**src/rtl/core/sector_cache_tag_controller_defines.svh**
```systemverilog
// ----------------------------------------------------------------------------
// Sector cache tag controller assertion macros
// Shared assertion forms, clocked on clk and disabled while rst_n is low.
// ----------------------------------------------------------------------------
`ifndef SECTOR_CACHE_TAG_CONTROLLER_DEFINES_SVH
`define SECTOR_CACHE_TAG_CONTROLLER_DEFINES_SVH

// Implication checked on every clock edge outside reset.
`define SCTC_ASSERT_IMPL(label, pre, post, msg) \
  label: assert property (@(posedge clk) disable iff (!rst_n) (pre) |-> (post)) \
    else $error(msg);

// Implication whose consequent is checked in the cycle after the antecedent.
`define SCTC_ASSERT_NEXT(label, pre, post, msg) \
  label: assert property (@(posedge clk) disable iff (!rst_n) (pre) |=> (post)) \
    else $error(msg);

`endif

```
**src/rtl/core/sctc_pkg.sv**
```systemverilog
// ----------------------------------------------------------------------------
// Sector cache tag controller package
// Field widths, request codes and the structs shared between the modules.
// ----------------------------------------------------------------------------
package sctc_pkg;

  localparam int FUNC_W    = 2;
  localparam int DEV_W     = 3;
  localparam int SEC_W     = 32;
  localparam int AGE_W     = 32;
  localparam int SLOT_W    = 3;
  localparam int MAX_IDX_W = 6;
  localparam int IN_DATA_W  = 40;
  localparam int OUT_DATA_W = 8;

  typedef enum logic [FUNC_W-1:0] {
    FUNC_LOOKUP = 2'd0,
    FUNC_FILL   = 2'd1,
    FUNC_INVAL  = 2'd2,
    FUNC_FLUSH  = 2'd3
  } func_t;

  typedef struct packed {
    logic                 flush;
    logic                 fill;
    logic                 touch;
    logic                 inval;
    logic [MAX_IDX_W-1:0] idx;
    logic [DEV_W-1:0]     device;
    logic [SEC_W-1:0]     sector;
    logic [AGE_W-1:0]     age;
  } upd_t;

  typedef struct packed {
    logic                 hit;
    logic [MAX_IDX_W-1:0] hit_idx;
    logic                 free;
    logic [MAX_IDX_W-1:0] free_idx;
  } match_t;

endpackage

```
**src/rtl/core/sctc_tag_store.sv**
```systemverilog
// ----------------------------------------------------------------------------
// Sector cache tag store
// Holds the slot entries, compares every tag in parallel and applies updates.
// ----------------------------------------------------------------------------
module sctc_tag_store
  import sctc_pkg::*;
#(
  parameter int SLOTS = 8
) (
  input  logic             clk,
  input  logic             rst_n,
  input  upd_t             upd,
  input  logic [DEV_W-1:0] lk_device,
  input  logic [SEC_W-1:0] lk_sector,
  output match_t           match,
  output logic [AGE_W-1:0] ages [SLOTS]
);

  localparam int IDX_W = $clog2(SLOTS);

  logic [SLOTS-1:0] valid_r;
  logic [SLOTS-1:0] valid_nxt;
  logic [DEV_W-1:0] device_r [SLOTS];
  logic [SEC_W-1:0] sector_r [SLOTS];
  logic [AGE_W-1:0] age_r    [SLOTS];
  logic [SLOTS-1:0] hit_vec;
  logic [IDX_W-1:0] wr_idx;

  assign wr_idx = upd.idx[IDX_W-1:0];

  always_comb begin
    for (int i = 0; i < SLOTS; i++) begin
      hit_vec[i] = valid_r[i] && (device_r[i] == lk_device) && (sector_r[i] == lk_sector);
      ages[i]    = age_r[i];
    end
  end

  always_comb begin
    match = '0;
    for (int i = SLOTS - 1; i >= 0; i--) begin
      if (hit_vec[i]) begin
        match.hit     = 1'b1;
        match.hit_idx = MAX_IDX_W'(i);
      end
      if (!valid_r[i]) begin
        match.free     = 1'b1;
        match.free_idx = MAX_IDX_W'(i);
      end
    end
  end

  always_comb begin
    valid_nxt = valid_r;
    if (upd.flush) begin
      valid_nxt = '0;
    end else if (upd.fill) begin
      valid_nxt[wr_idx] = 1'b1;
    end else if (upd.inval) begin
      valid_nxt[wr_idx] = 1'b0;
    end
  end

  always_ff @(posedge clk) begin
    if (!rst_n) begin
      valid_r <= '0;
    end else begin
      valid_r <= valid_nxt;
    end
  end

  always_ff @(posedge clk) begin
    if (upd.fill) begin
      device_r[wr_idx] <= upd.device;
      sector_r[wr_idx] <= upd.sector;
    end
    if (upd.fill || upd.touch) begin
      age_r[wr_idx] <= upd.age;
    end
  end

endmodule

```
**src/rtl/core/sctc_age_min.sv**
```systemverilog
// ----------------------------------------------------------------------------
// Sector cache age minimum tree
// Finds the slot with the smallest age, the lowest slot winning on ties.
// ----------------------------------------------------------------------------
module sctc_age_min
  import sctc_pkg::*;
#(
  parameter int SLOTS = 8
) (
  input  logic [AGE_W-1:0] ages [SLOTS],
  output logic [$clog2(SLOTS)-1:0] min_idx
);

  localparam int IDX_W  = $clog2(SLOTS);
  localparam int LEAVES = 1 << IDX_W;
  localparam int NODES  = 2 * LEAVES - 1;

  logic [AGE_W-1:0] node_age [NODES];
  logic [IDX_W-1:0] node_idx [NODES];

  for (genvar k = 0; k < LEAVES; k++) begin : g_leaf
    if (k < SLOTS) begin : g_used
      assign node_age[LEAVES - 1 + k] = ages[k];
    end else begin : g_pad
      assign node_age[LEAVES - 1 + k] = '1;
    end
    assign node_idx[LEAVES - 1 + k] = IDX_W'(k);
  end

  for (genvar n = 0; n < LEAVES - 1; n++) begin : g_node
    logic take_right;
    assign take_right  = node_age[2 * n + 2] < node_age[2 * n + 1];
    assign node_age[n] = take_right ? node_age[2 * n + 2] : node_age[2 * n + 1];
    assign node_idx[n] = take_right ? node_idx[2 * n + 2] : node_idx[2 * n + 1];
  end

  assign min_idx = node_idx[0];

endmodule

```
**src/rtl/core/sector_cache_tag_controller.sv**
```systemverilog
// ----------------------------------------------------------------------------
// Sector cache tag controller
// Tag lookup and replacement control for a fully associative sector cache.
// ----------------------------------------------------------------------------
// Requests arrive on the in_ stream: in_tuser carries the request code
// (lookup, fill, invalidate, flush) and in_tdata the device and sector.
// Every request produces exactly one response on the out_ stream, carrying
// active, hit and the slot that was matched or written.
// A request is registered when accepted, resolved against the tag store
// while held in the input register, and its response is registered as it
// leaves that register. One request per cycle is sustained while out_tready
// is high, as set by the combinational parallel tag compare and age tree.
// When the response register is full and out_tready is low, the request in
// the input register waits and in_tready drops until the response is taken.
// Reset clears the enable, every valid bit, the age counter and both stream
// registers. A write on cfg_we loads the enable from cfg_wdata and clears every entry.
// ----------------------------------------------------------------------------
`include "sector_cache_tag_controller_defines.svh"

module sector_cache_tag_controller
  import sctc_pkg::*;
#(
  parameter int SLOTS = 8
) (
  input  logic                  clk,
  input  logic                  rst_n,
  input  logic                  cfg_we,
  input  logic                  cfg_wdata,
  input  logic                  in_tvalid,
  output logic                  in_tready,
  input  logic [IN_DATA_W-1:0]  in_tdata,   // device[2:0], sector[34:3], zero pad
  input  logic [FUNC_W-1:0]     in_tuser,   // func[1:0]
  output logic                  out_tvalid,
  input  logic                  out_tready,
  output logic [OUT_DATA_W-1:0] out_tdata   // active[0], hit[1], slot[4:2], zero pad
);

  localparam int IDX_W = $clog2(SLOTS);
  localparam int EXT_W = (IDX_W > SLOT_W) ? IDX_W : SLOT_W;

  logic             enable_r;
  logic             s1_valid_r;
  logic             s1_valid_nxt;
  func_t            s1_func_r;
  logic [DEV_W-1:0] s1_dev_r;
  logic [SEC_W-1:0] s1_sec_r;
  logic [AGE_W-1:0] age_counter_r;
  logic [AGE_W-1:0] age_counter_nxt;
  logic             out_valid_r;
  logic             out_valid_nxt;
  logic             res_active_r;
  logic             res_hit_r;
  logic [SLOT_W-1:0] res_slot_r;

  logic              adv;
  logic              in_acc;
  upd_t              upd;
  match_t            match;
  logic [AGE_W-1:0]  ages [SLOTS];
  logic [IDX_W-1:0]  min_idx;
  logic [IDX_W-1:0]  fill_idx;
  logic [IDX_W-1:0]  hit_idx;
  logic [IDX_W-1:0]  res_idx;
  logic [EXT_W-1:0]  res_idx_ext;
  logic              res_active;
  logic              res_hit;
  logic              live;

  assign adv       = s1_valid_r && (!out_valid_r || out_tready);
  assign in_tready = !s1_valid_r || adv;
  assign in_acc    = in_tvalid && in_tready;
  assign live      = adv && enable_r;

  sctc_tag_store #(.SLOTS(SLOTS)) u_store (
    .clk       (clk),
    .rst_n     (rst_n),
    .upd       (upd),
    .lk_device (s1_dev_r),
    .lk_sector (s1_sec_r),
    .match     (match),
    .ages      (ages)
  );

  sctc_age_min #(.SLOTS(SLOTS)) u_age_min (
    .ages    (ages),
    .min_idx (min_idx)
  );

  always_comb begin
    hit_idx = match.hit_idx[IDX_W-1:0];
    if (match.hit) begin
      fill_idx = hit_idx;
    end else if (match.free) begin
      fill_idx = match.free_idx[IDX_W-1:0];
    end else begin
      fill_idx = min_idx;
    end
  end

  always_comb begin
    upd        = '0;
    upd.device = s1_dev_r;
    upd.sector = s1_sec_r;
    upd.age    = age_counter_r + AGE_W'(1);
    upd.flush  = cfg_we;
    res_active = enable_r;
    res_hit    = 1'b0;
    res_idx    = '0;
    case (s1_func_r)
      FUNC_LOOKUP: begin
        upd.touch = live && match.hit;
        upd.idx   = MAX_IDX_W'(hit_idx);
        res_hit   = enable_r && match.hit;
        res_idx   = (enable_r && match.hit) ? hit_idx : '0;
      end
      FUNC_FILL: begin
        upd.fill = live;
        upd.idx  = MAX_IDX_W'(fill_idx);
        res_hit  = enable_r && match.hit;
        res_idx  = enable_r ? fill_idx : '0;
      end
      FUNC_INVAL: begin
        upd.inval = live && match.hit;
        upd.idx   = MAX_IDX_W'(hit_idx);
        res_hit   = enable_r && match.hit;
        res_idx   = (enable_r && match.hit) ? hit_idx : '0;
      end
      FUNC_FLUSH: begin
        upd.flush = cfg_we || live;
      end
      default: begin
        upd.flush = cfg_we;
      end
    endcase
    res_idx_ext = EXT_W'(res_idx);
  end

  always_comb begin
    age_counter_nxt = age_counter_r;
    if (upd.fill || upd.touch) begin
      age_counter_nxt = upd.age;
    end
    s1_valid_nxt = s1_valid_r;
    if (in_acc) begin
      s1_valid_nxt = 1'b1;
    end else if (adv) begin
      s1_valid_nxt = 1'b0;
    end
    out_valid_nxt = out_valid_r;
    if (adv) begin
      out_valid_nxt = 1'b1;
    end else if (out_tready) begin
      out_valid_nxt = 1'b0;
    end
  end

  always_ff @(posedge clk) begin
    if (!rst_n) begin
      enable_r      <= 1'b0;
      s1_valid_r    <= 1'b0;
      out_valid_r   <= 1'b0;
      age_counter_r <= '0;
    end else begin
      if (cfg_we) begin
        enable_r <= cfg_wdata;
      end
      s1_valid_r    <= s1_valid_nxt;
      out_valid_r   <= out_valid_nxt;
      age_counter_r <= age_counter_nxt;
    end
  end

  always_ff @(posedge clk) begin
    if (in_acc) begin
      s1_func_r <= func_t'(in_tuser);
      s1_dev_r  <= in_tdata[DEV_W-1:0];
      s1_sec_r  <= in_tdata[DEV_W+SEC_W-1:DEV_W];
    end
    if (adv) begin
      res_active_r <= res_active;
      res_hit_r    <= res_hit;
      res_slot_r   <= res_idx_ext[SLOT_W-1:0];
    end
  end

  assign out_tvalid = out_valid_r;
  assign out_tdata  = {{(OUT_DATA_W - SLOT_W - 2){1'b0}}, res_slot_r, res_hit_r, res_active_r};

  `SCTC_ASSERT_IMPL(a_ready_only_on_stall, !in_tready,
    s1_valid_r && out_valid_r && !out_tready, "input stalled without a blocked response")
  `SCTC_ASSERT_NEXT(a_fill_reports_active, live && (s1_func_r == FUNC_FILL),
    out_valid_r && res_active_r, "fill while enabled did not report active")
  `SCTC_ASSERT_NEXT(a_disabled_is_quiet, adv && !enable_r,
    !res_active_r && !res_hit_r && (age_counter_r == $past(age_counter_r)),
    "disabled request changed state or reported activity")
  `SCTC_ASSERT_NEXT(a_age_step, 1'b1,
    (age_counter_r == $past(age_counter_r)) ||
    (age_counter_r == $past(age_counter_r) + AGE_W'(1)),
    "age counter moved by more than one")

endmodule
```
**config.mk**
```make
export PLATFORM = sky130hd
export DESIGN_NAME = sector_cache_tag_controller
export DESIGN_NICKNAME = d
export VERILOG_FILES = /design/src/rtl/core/sctc_pkg.sv /design/src/rtl/core/sctc_tag_store.sv /design/src/rtl/core/sctc_age_min.sv /design/src/rtl/core/sector_cache_tag_controller.sv
export VERILOG_INCLUDE_DIRS = /design/src /design/src/rtl/core
export SDC_FILE = /design/constraint.sdc
export NUM_CORES = 1
export LEC_CHECK = 0
export ABC_AREA = 1
export ABC_CLOCK_PERIOD_IN_PS = 9340
export BUFFER_PORTS_ARGS = -buffer_cell sky130_fd_sc_hd__buf_2
export CAP_MARGIN = 30
export CORE_ASPECT_RATIO = 0.9
export CORE_MARGIN = 1.5
export CORE_UTILIZATION = 35
export DETAILED_ROUTE_END_ITERATION = 12
export SLEW_MARGIN = 5
export SYNTH_ARGS = -nofsm -noshare
export SYNTH_HDL_FRONTEND = slang
export SYNTH_SLANG_ARGS = --single-unit
export TNS_END_PERCENT = 50
```
**constraint.sdc**
```tcl
create_clock -name clk -period 9.34 [get_ports clk]
set_clock_uncertainty 0.2 [all_clocks]
set_input_delay 0 -clock clk [delete_from_list [all_inputs] [get_ports clk]]
set_output_delay 0 -clock clk [all_outputs]
set_load 0.02 [all_outputs]
```
==> results of run 1 <==
[state kept, by name, indices dropped and copies added (netlist names), named ones only]
register	count
u_store.sector_r	256
res_hit_r	1
s1_dev_r	3
res_active_r	1
u_store.device_r	24
s1_sec_r	32
age_counter_r	32
u_store.age_r	256
enable_r	1
out_tvalid	1
s1_valid_r	1
res_slot_r	3
s1_func_r	2
[cells in the mapped netlist, drive strengths merged, types with 31 or more instances]
master  instances  share of area, %
edfxtp        578                57
nand2         504               6.4
nand3          53              0.93
nand4          50               1.0
a211oi         31              0.77
a21oi         186               3.1
o22ai          47              0.97
xor2           65               1.9
o21ai         258               4.3
clkbuf         59              0.73
ha            218               9.0
inv           247               3.1
nor4           46               1.0
nor2          183               2.3
dfxtp          43               2.8
[final cells by class]
cell class	instances	area share, %
Sequential cell	621	51.64
Multi-Input combinational cell	1808	30.90
Clock buffer	83	5.011
Timing Repair Buffer	192	4.880
Tap cell	1144	4.057
Inverter	255	2.720
Clock inverter	36	0.7944
[worst max-delay path, delay by kind of cell, from the launching register on]
kind / cells / cell delay, ps
simple gates: 21 / 3350
fa+ha+maj: 3 / 950
flops: 1 / 390
compound gates: 7 / 1450
buf+inv: 8 / 1460
[per-layer routing]
| layer | vias to the layer above | wire, µm | global-route usage (%) |
|---|---|---|---|
| li1 | 10294 | - | - |
| met1 | 10288 | 35970 | 24.96 |
| met2 | 769 | 38420 | 31.06 |
| met3 | 167 | 5920 | 3.035 |
| met4 | 2 | 2976 | 7.048 |
| met5 | - | 14 | 0 |
[power by group through the flow]
| stage | logic [µW] | registers, µW | clock network [µW] |
|---|---|---|---|
| after floorplan | 95.2 | 3120 | 0 |
| after global placement | 180 | 3130 | 0 |
| after detailed placement | 184 | 3130 | 0 |
| after CTS | 211 | 3070 | 2600 |
| after global routing | 229 | 3070 | 2710 |
| final | 212 | 3070 | 2550 |
[through the flow]
| stage | utilization, % | total power [µW] | worst slack, ps | std cells |
|---|---|---|---|---|
| 6_report | 41.01 | 5835 | 1113 | 4139 |
| 5_1_grt | 41.01 | 6005 | 354.1 | 4139 |
| 4_1_cts | 41.01 | 5884 | 1128 | 4139 |
| 3_5_place_dp | 37.67 | 3314 | 1184 | 3937 |
| 3_3_place_gp | 37.61 | 3311 | 1197 | 3933 |
| 2_1_floorplan | - | 3213 | 59.35 | 2765 |
[path summary, 6_finish.rpt]
path / start / endpoint / depth (start not counted) / slack [ps]
max: u_store.age_r[7][31]$_DFFE_PP_ / u_store.age_r[3][13]$_DFFE_PP_ / 39 / 1110
min: in_tvalid / s1_valid_r$_SDFFE_PN0P_ / 4 / 70
max reg2reg: u_store.age_r[7][31]$_DFFE_PP_ / u_store.age_r[3][13]$_DFFE_PP_ / 39 / 1110
min reg2reg: age_counter_r[1]$_SDFFE_PN0N_ / age_counter_r[1]$_SDFFE_PN0N_ / 2 / 290
[logic make-up after synthesis]
logic type | count (synthesis) | share of synthesized area, %
simple gates | 903 | 13.05
other cells | 1 | 0.01235
xor+xnor | 90 | 2.597
buf+inv | 336 | 4.254
fa+ha+maj | 218 | 8.986
flops | 621 | 60.02
compound gates | 594 | 11.08
==> results.sh, run 1 <==
export IMPL_cts_resized=0
export IMPL_slew_viol_final=0
export IMPL_die_y_um=282.4
export IMPL_cts_sinks=621
export IMPL_syn_avg_cell_area_um2=10.99
export IMPL_slowest_stage="nand2_2"
export IMPL_arrival_ps=8310
export IMPL_grt_max_degree=41
export IMPL_p_seq_share_pct=52.7
export IMPL_synth_cell_types=57
export IMPL_grt_pass1_vias=20328
export IMPL_synth_async_reset_ratio_pct=0
export IMPL_synth_warnings=0
export IMPL_postCtsHoldBufs=83
export IMPL_multi_input_area_um2=10900
export IMPL_fin_setup_tns_ps=0
export IMPL_start_kind="flip-flop"
export IMPL_outcome="finished clean"
export IMPL_seqCellArea_um2=18220
export IMPL_design_die_area_um2=88500
export IMPL_cp_end_kind="flip-flop"
export IMPL_period_share_pct=88.08
export IMPL_critical_path_class="reg -> reg"
export IMPL_clk_latency_ps=620
export IMPL_vias_per_cell=5.199
export IMPL_cp_required_ps=9430
export IMPL_ys_seq_area_share_pct=60.02
export IMPL_ioPinCount=58
export IMPL_power_leakage_uw=0.01341
export IMPL_design_area_um2=35280
export IMPL_grt_pass1_wl_um=123800
export IMPL_drtPass1Iterations=5
export IMPL_root_buffer="clkbuf_16"
export IMPL_final_common_cell="edfxtp_1"
export IMPL_switching_power_uw=1267
export IMPL_start_util_pct=35.29
export IMPL_postRouteWirelength_um=83310
export IMPL_place_area_um2=32400
export IMPL_cts_max_path_buffers=3
export IMPL_clkPwrFrac_pct=43.7
export IMPL_placementRows=102
export IMPL_ant_nets=0
export IMPL_p_comb_share_pct=3.6
export IMPL_dp_hpwl_um=57140
export IMPL_switching_share_pct=21.71
export IMPL_die_w_um=313.4
export IMPL_hp_class="in -> reg"
export IMPL_cts_made_buffers=66
export IMPL_whs_ps=66.60
export IMPL_slew_headroom_pct=41.09
export IMPL_drt_wirelength_per_cell_um=20.13
export IMPL_grt_ovfl_total=0
export IMPL_cp_common_cell="nand2_1"
export IMPL_drtIter0Drc=1847
export IMPL_clock_fmax_mhz=121.5
export IMPL_port_buffers=49
export IMPL_p_per_area_nw_per_um2=165.4
export IMPL_drive_gt1_share_pct=8.681
export IMPL_synth_top_flop_cell="edfxtp_1"
export IMPL_ir_worst_vdd_mv=0.1590
export IMPL_diodes=0
export IMPL_drcViolationCount=0
export IMPL_cts_setup_buffers=0
export IMPL_hold_viol_final=0
export IMPL_power_internal_uw=4568
export IMPL_antenna_found_initial=2
export IMPL_nFillCells=8151
export IMPL_place_congestion=0.9145
export IMPL_num_vias=21520
export IMPL_nets=3210
export IMPL_worst_pin_slew_ps=880.6
export IMPL_track_usage_pct=18.83
export IMPL_fin_crit_ps=8227
export IMPL_netlist_area_um2=30350
export IMPL_areaGrowthSynthToFinish_pct=16.23
export IMPL_slowest_delay_ps=510
export IMPL_setup_viol=0
export IMPL_rsz0062_at_grt="false"
export IMPL_ys_ff_latch=621
export IMPL_cp_max_fo=33
export IMPL_synth_edff_count=578
export IMPL_cts_tree="yes"
export IMPL_clkSlewWorstSetupHoldPaths_ps=60
export IMPL_maxCapViolCount=0
export IMPL_coreArea_um2=86020
export IMPL_htree_levels=3
export IMPL_syn_inst=2763
export IMPL_mostFrequentLayoutCells="578 x edfxtp_1, 488 x nand2_1, 249 x o21ai_0, 238 x inv_1, 218 x ha_1"
No activity file was read; power rests on OpenSTA's default activity.
==> run 2, diff against run 1 <==
--- a/config.mk
+++ b/config.mk
@@ -6,7 +6,6 @@
 export SDC_FILE = /design/constraint.sdc
 export NUM_CORES = 1
 export LEC_CHECK = 0
-export ABC_AREA = 1
 export ABC_CLOCK_PERIOD_IN_PS = 9340
 export BUFFER_PORTS_ARGS = -buffer_cell sky130_fd_sc_hd__buf_2
 export CAP_MARGIN = 30
==> results.sh, run 2 <==
export IMPL_worst_pin_slew_ps=1024
export IMPL_critical_path_class="reg -> reg"
export IMPL_nFillCells=8020
export IMPL_hold_viol_final=0
export IMPL_track_usage_pct=17.21
export IMPL_ant_nets=0
export IMPL_slowest_delay_ps=650
export IMPL_root_buffer="clkbuf_16"
export IMPL_slowest_stage="or4_1"
export IMPL_hp_class="in -> reg"
export IMPL_drtPass1Iterations=5
export IMPL_p_per_area_nw_per_um2=158.3
export IMPL_clock_fmax_mhz=111.7
export IMPL_start_util_pct=35.35
export IMPL_port_buffers=49
export IMPL_place_area_um2=33810
export IMPL_cp_common_cell="buf_4"
export IMPL_synth_edff_count=578
export IMPL_dp_hpwl_um=54070
export IMPL_synth_top_flop_cell="edfxtp_1"
export IMPL_drcViolationCount=0
export IMPL_netlist_area_um2=31070
export IMPL_ys_ff_latch=621
export IMPL_design_area_um2=37160
export IMPL_clk_latency_ps=630
export IMPL_synth_area_leaders="edfxtp_1 56%, ha_1 8.8%, xnor2_1 7.0%"
export IMPL_cp_required_ps=9430
export IMPL_setup_viol=0
export IMPL_ys_seq_area_share_pct=58.63
export IMPL_period_share_pct=95.85
export IMPL_die_y_um=285.7
export IMPL_die_w_um=317.1
export IMPL_htree_levels=3
export IMPL_cts_tree="yes"
export IMPL_slew_headroom_pct=31.74
export IMPL_drtIter0Drc=1547
export IMPL_rsz0062_at_grt="false"
export IMPL_coreArea_um2=87890
export IMPL_mostFrequentLayoutCells="578 x edfxtp_1, 250 x xnor2_1, 218 x ha_1, 216 x inv_1, 129 x nand2_1"
export IMPL_reg_top3="u_store.age_r (256), u_store.sector_r (256)"
export IMPL_slew_viol_final=0
export IMPL_grt_pass1_vias=20133
export IMPL_path_delay_family="compound AO/OA/AOI/OAI gates"
export IMPL_syn_inst=2426
export IMPL_cp_end_kind="flip-flop"
export IMPL_ioPinCount=58
export IMPL_power_leakage_uw=0.01417
export IMPL_ir_worst_vdd_mv=0.1597
export IMPL_pre_cts_slack_ps=-327.2
export IMPL_grt_ovfl_total=0
export IMPL_grt_pass1_wl_um=118500
export IMPL_synth_async_reset_ratio_pct=0
export IMPL_synth_largest_area_cell="edfxtp_1"
export IMPL_outcome="finished clean"
export IMPL_placementRows=103
export IMPL_maxCapViolCount=0
export IMPL_place_congestion=0.8808
export IMPL_crit_buf_inv=7
export IMPL_synth_common_cells="578 x edfxtp_1, 250 x xnor2_1, 218 x ha_1, 216 x inv_1, 129 x nand2_1"
export IMPL_nets=2950
export IMPL_start_kind="flip-flop"
export IMPL_drive_gt1_share_pct=11.44
export IMPL_grt_max_degree=38
export IMPL_design_die_area_um2=90580
export IMPL_cts_made_buffers=67
export IMPL_cts_max_path_buffers=3
export IMPL_final_common_cell="edfxtp_1"
export IMPL_antenna_found_initial=2
export IMPL_postRouteWirelength_um=77680
export IMPL_synth_cell_types=72
export IMPL_synth_warnings=0
export IMPL_fin_crit_ps=8953
export IMPL_yosysMostFrequentCell="edfxtp_1"
export IMPL_drt_wirelength_per_cell_um=19.95
export IMPL_yosys_area_top_type_share_pct=55.86
export IMPL_cp_max_fo=35
export IMPL_cts_sinks=621
export IMPL_vias_per_cell=5.090
export IMPL_num_vias=19814
export IMPL_clkSlewWorstSetupHoldPaths_ps=60
export IMPL_areaGrowthSynthToFinish_pct=19.60
export IMPL_syn_avg_cell_area_um2=12.81
export IMPL_arrival_ps=9050
export IMPL_worst_slack_ps=387.4
## run 2: cell count changes after synthesis, moves of 46 or more
cell     previous run  this run
nand2_1           490       129
nor2_1            181        78
xnor2_1            25       250
o21ai_0           249        29
mux2i_1             0        97
o22ai_1            47         1
a21oi_1           185       112
## run 2: final cells by class
class                   instances  area, µm²  share of cell area, %
clock inverters                38      416.7                  1.121
multi-input cells            1511      11940                  32.12
inverters                     216      810.8                  2.182
clock buffers                  84       1750                  4.710
diodes                          1      2.502               0.006734
repair buffers                267       2585                  6.956
well taps                    1155       1445                  3.889
flip-flops and latches        621      18220                  49.02
## run 2: report_power, final
group	switching, µW	internal (µW)	leakage [µW]	total (µW)
clock network	1130	1520	0.00105	2640
registers	18.8	3030	0.00590	3050
logic	103	85.5	0.00721	189
## run 2: per-stage QoR
step	power [µW]	hold slack (ps)	TNS (ps)	instances	util [%]
2_1_floorplan	3197	-101.1	-1181	2428	-
3_3_place_gp	3259	-23.79	-53130	3664	38.41
3_5_place_dp	3266	-21.89	-114120	3667	38.47
4_1_cts	5936	300.0	0	3881	42.02
5_1_grt	6062	150.1	0	3892	42.28
6_report	5884	161.4	0	3893	42.28
## run 2: cell families after synthesis
kind of cell,Yosys count,share of synthesized area (%)
other,1,0.01207
flip-flops,621,58.63
multiplexers,129,4.284
adder cells (fa/ha/maj),218,8.778
AO/OA/AOI/OAI,298,6.310
XOR/XNOR,337,9.499
AND/OR/NAND/NOR,525,8.827
buffers and inverters,297,3.660
## run 2: worst register-to-register path: cells and delay by family, from the launching register on
family | cells | cell delay [ps]
AO/OA/AOI/OAI | 14 | 2920
AND/OR/NAND/NOR | 7 | 2120
buffers and inverters | 7 | 1450
adder cells (fa/ha/maj) | 3 | 800
multiplexers | 3 | 740
flip-flops | 1 | 400
## run 2: worst paths after layout
path,from,end,slack [ps],cells past startpoint
setup reg to reg,u_store.age_r[5][5]$_DFFE_PP_,u_store.sector_r[0][18]$_DFFE_PP_,390,34
hold / removal,in_tvalid,s1_func_r[0]$_DFFE_PP_,160,3
hold reg to reg,age_counter_r[22]$_SDFFE_PN0N_,age_counter_r[22]$_SDFFE_PN0N_,330,2
setup / recovery,u_store.age_r[5][5]$_DFFE_PP_,u_store.sector_r[0][18]$_DFFE_PP_,390,34
## run 2: layer usage
metal  routed length [µm]  part of all wire, %  global-route usage (%)  up-vias
met5                    0                    0                       0        -
met4                 1332                  1.7                   4.631        0
met3                 4647                  6.0                   1.994       88
met2                35320                   45                   27.39      521
met1                36380                   47                   24.77     9828
li1                     -                    -                       -     9377
## run 2: what timing repair did
| action | in CTS | in global routing |
|---|---|---|
| buffers inserted | 6 | 4 |
| gates resized for setup | 7 | 14 |
| pin swaps | 1 | 3 |
| endpoints found under the setup margin | 536 | 542 |
| cloned | 0 | 1 |
| endpoints found under the hold margin | 85 | 0 |
| hold buffers | 86 | 0 |
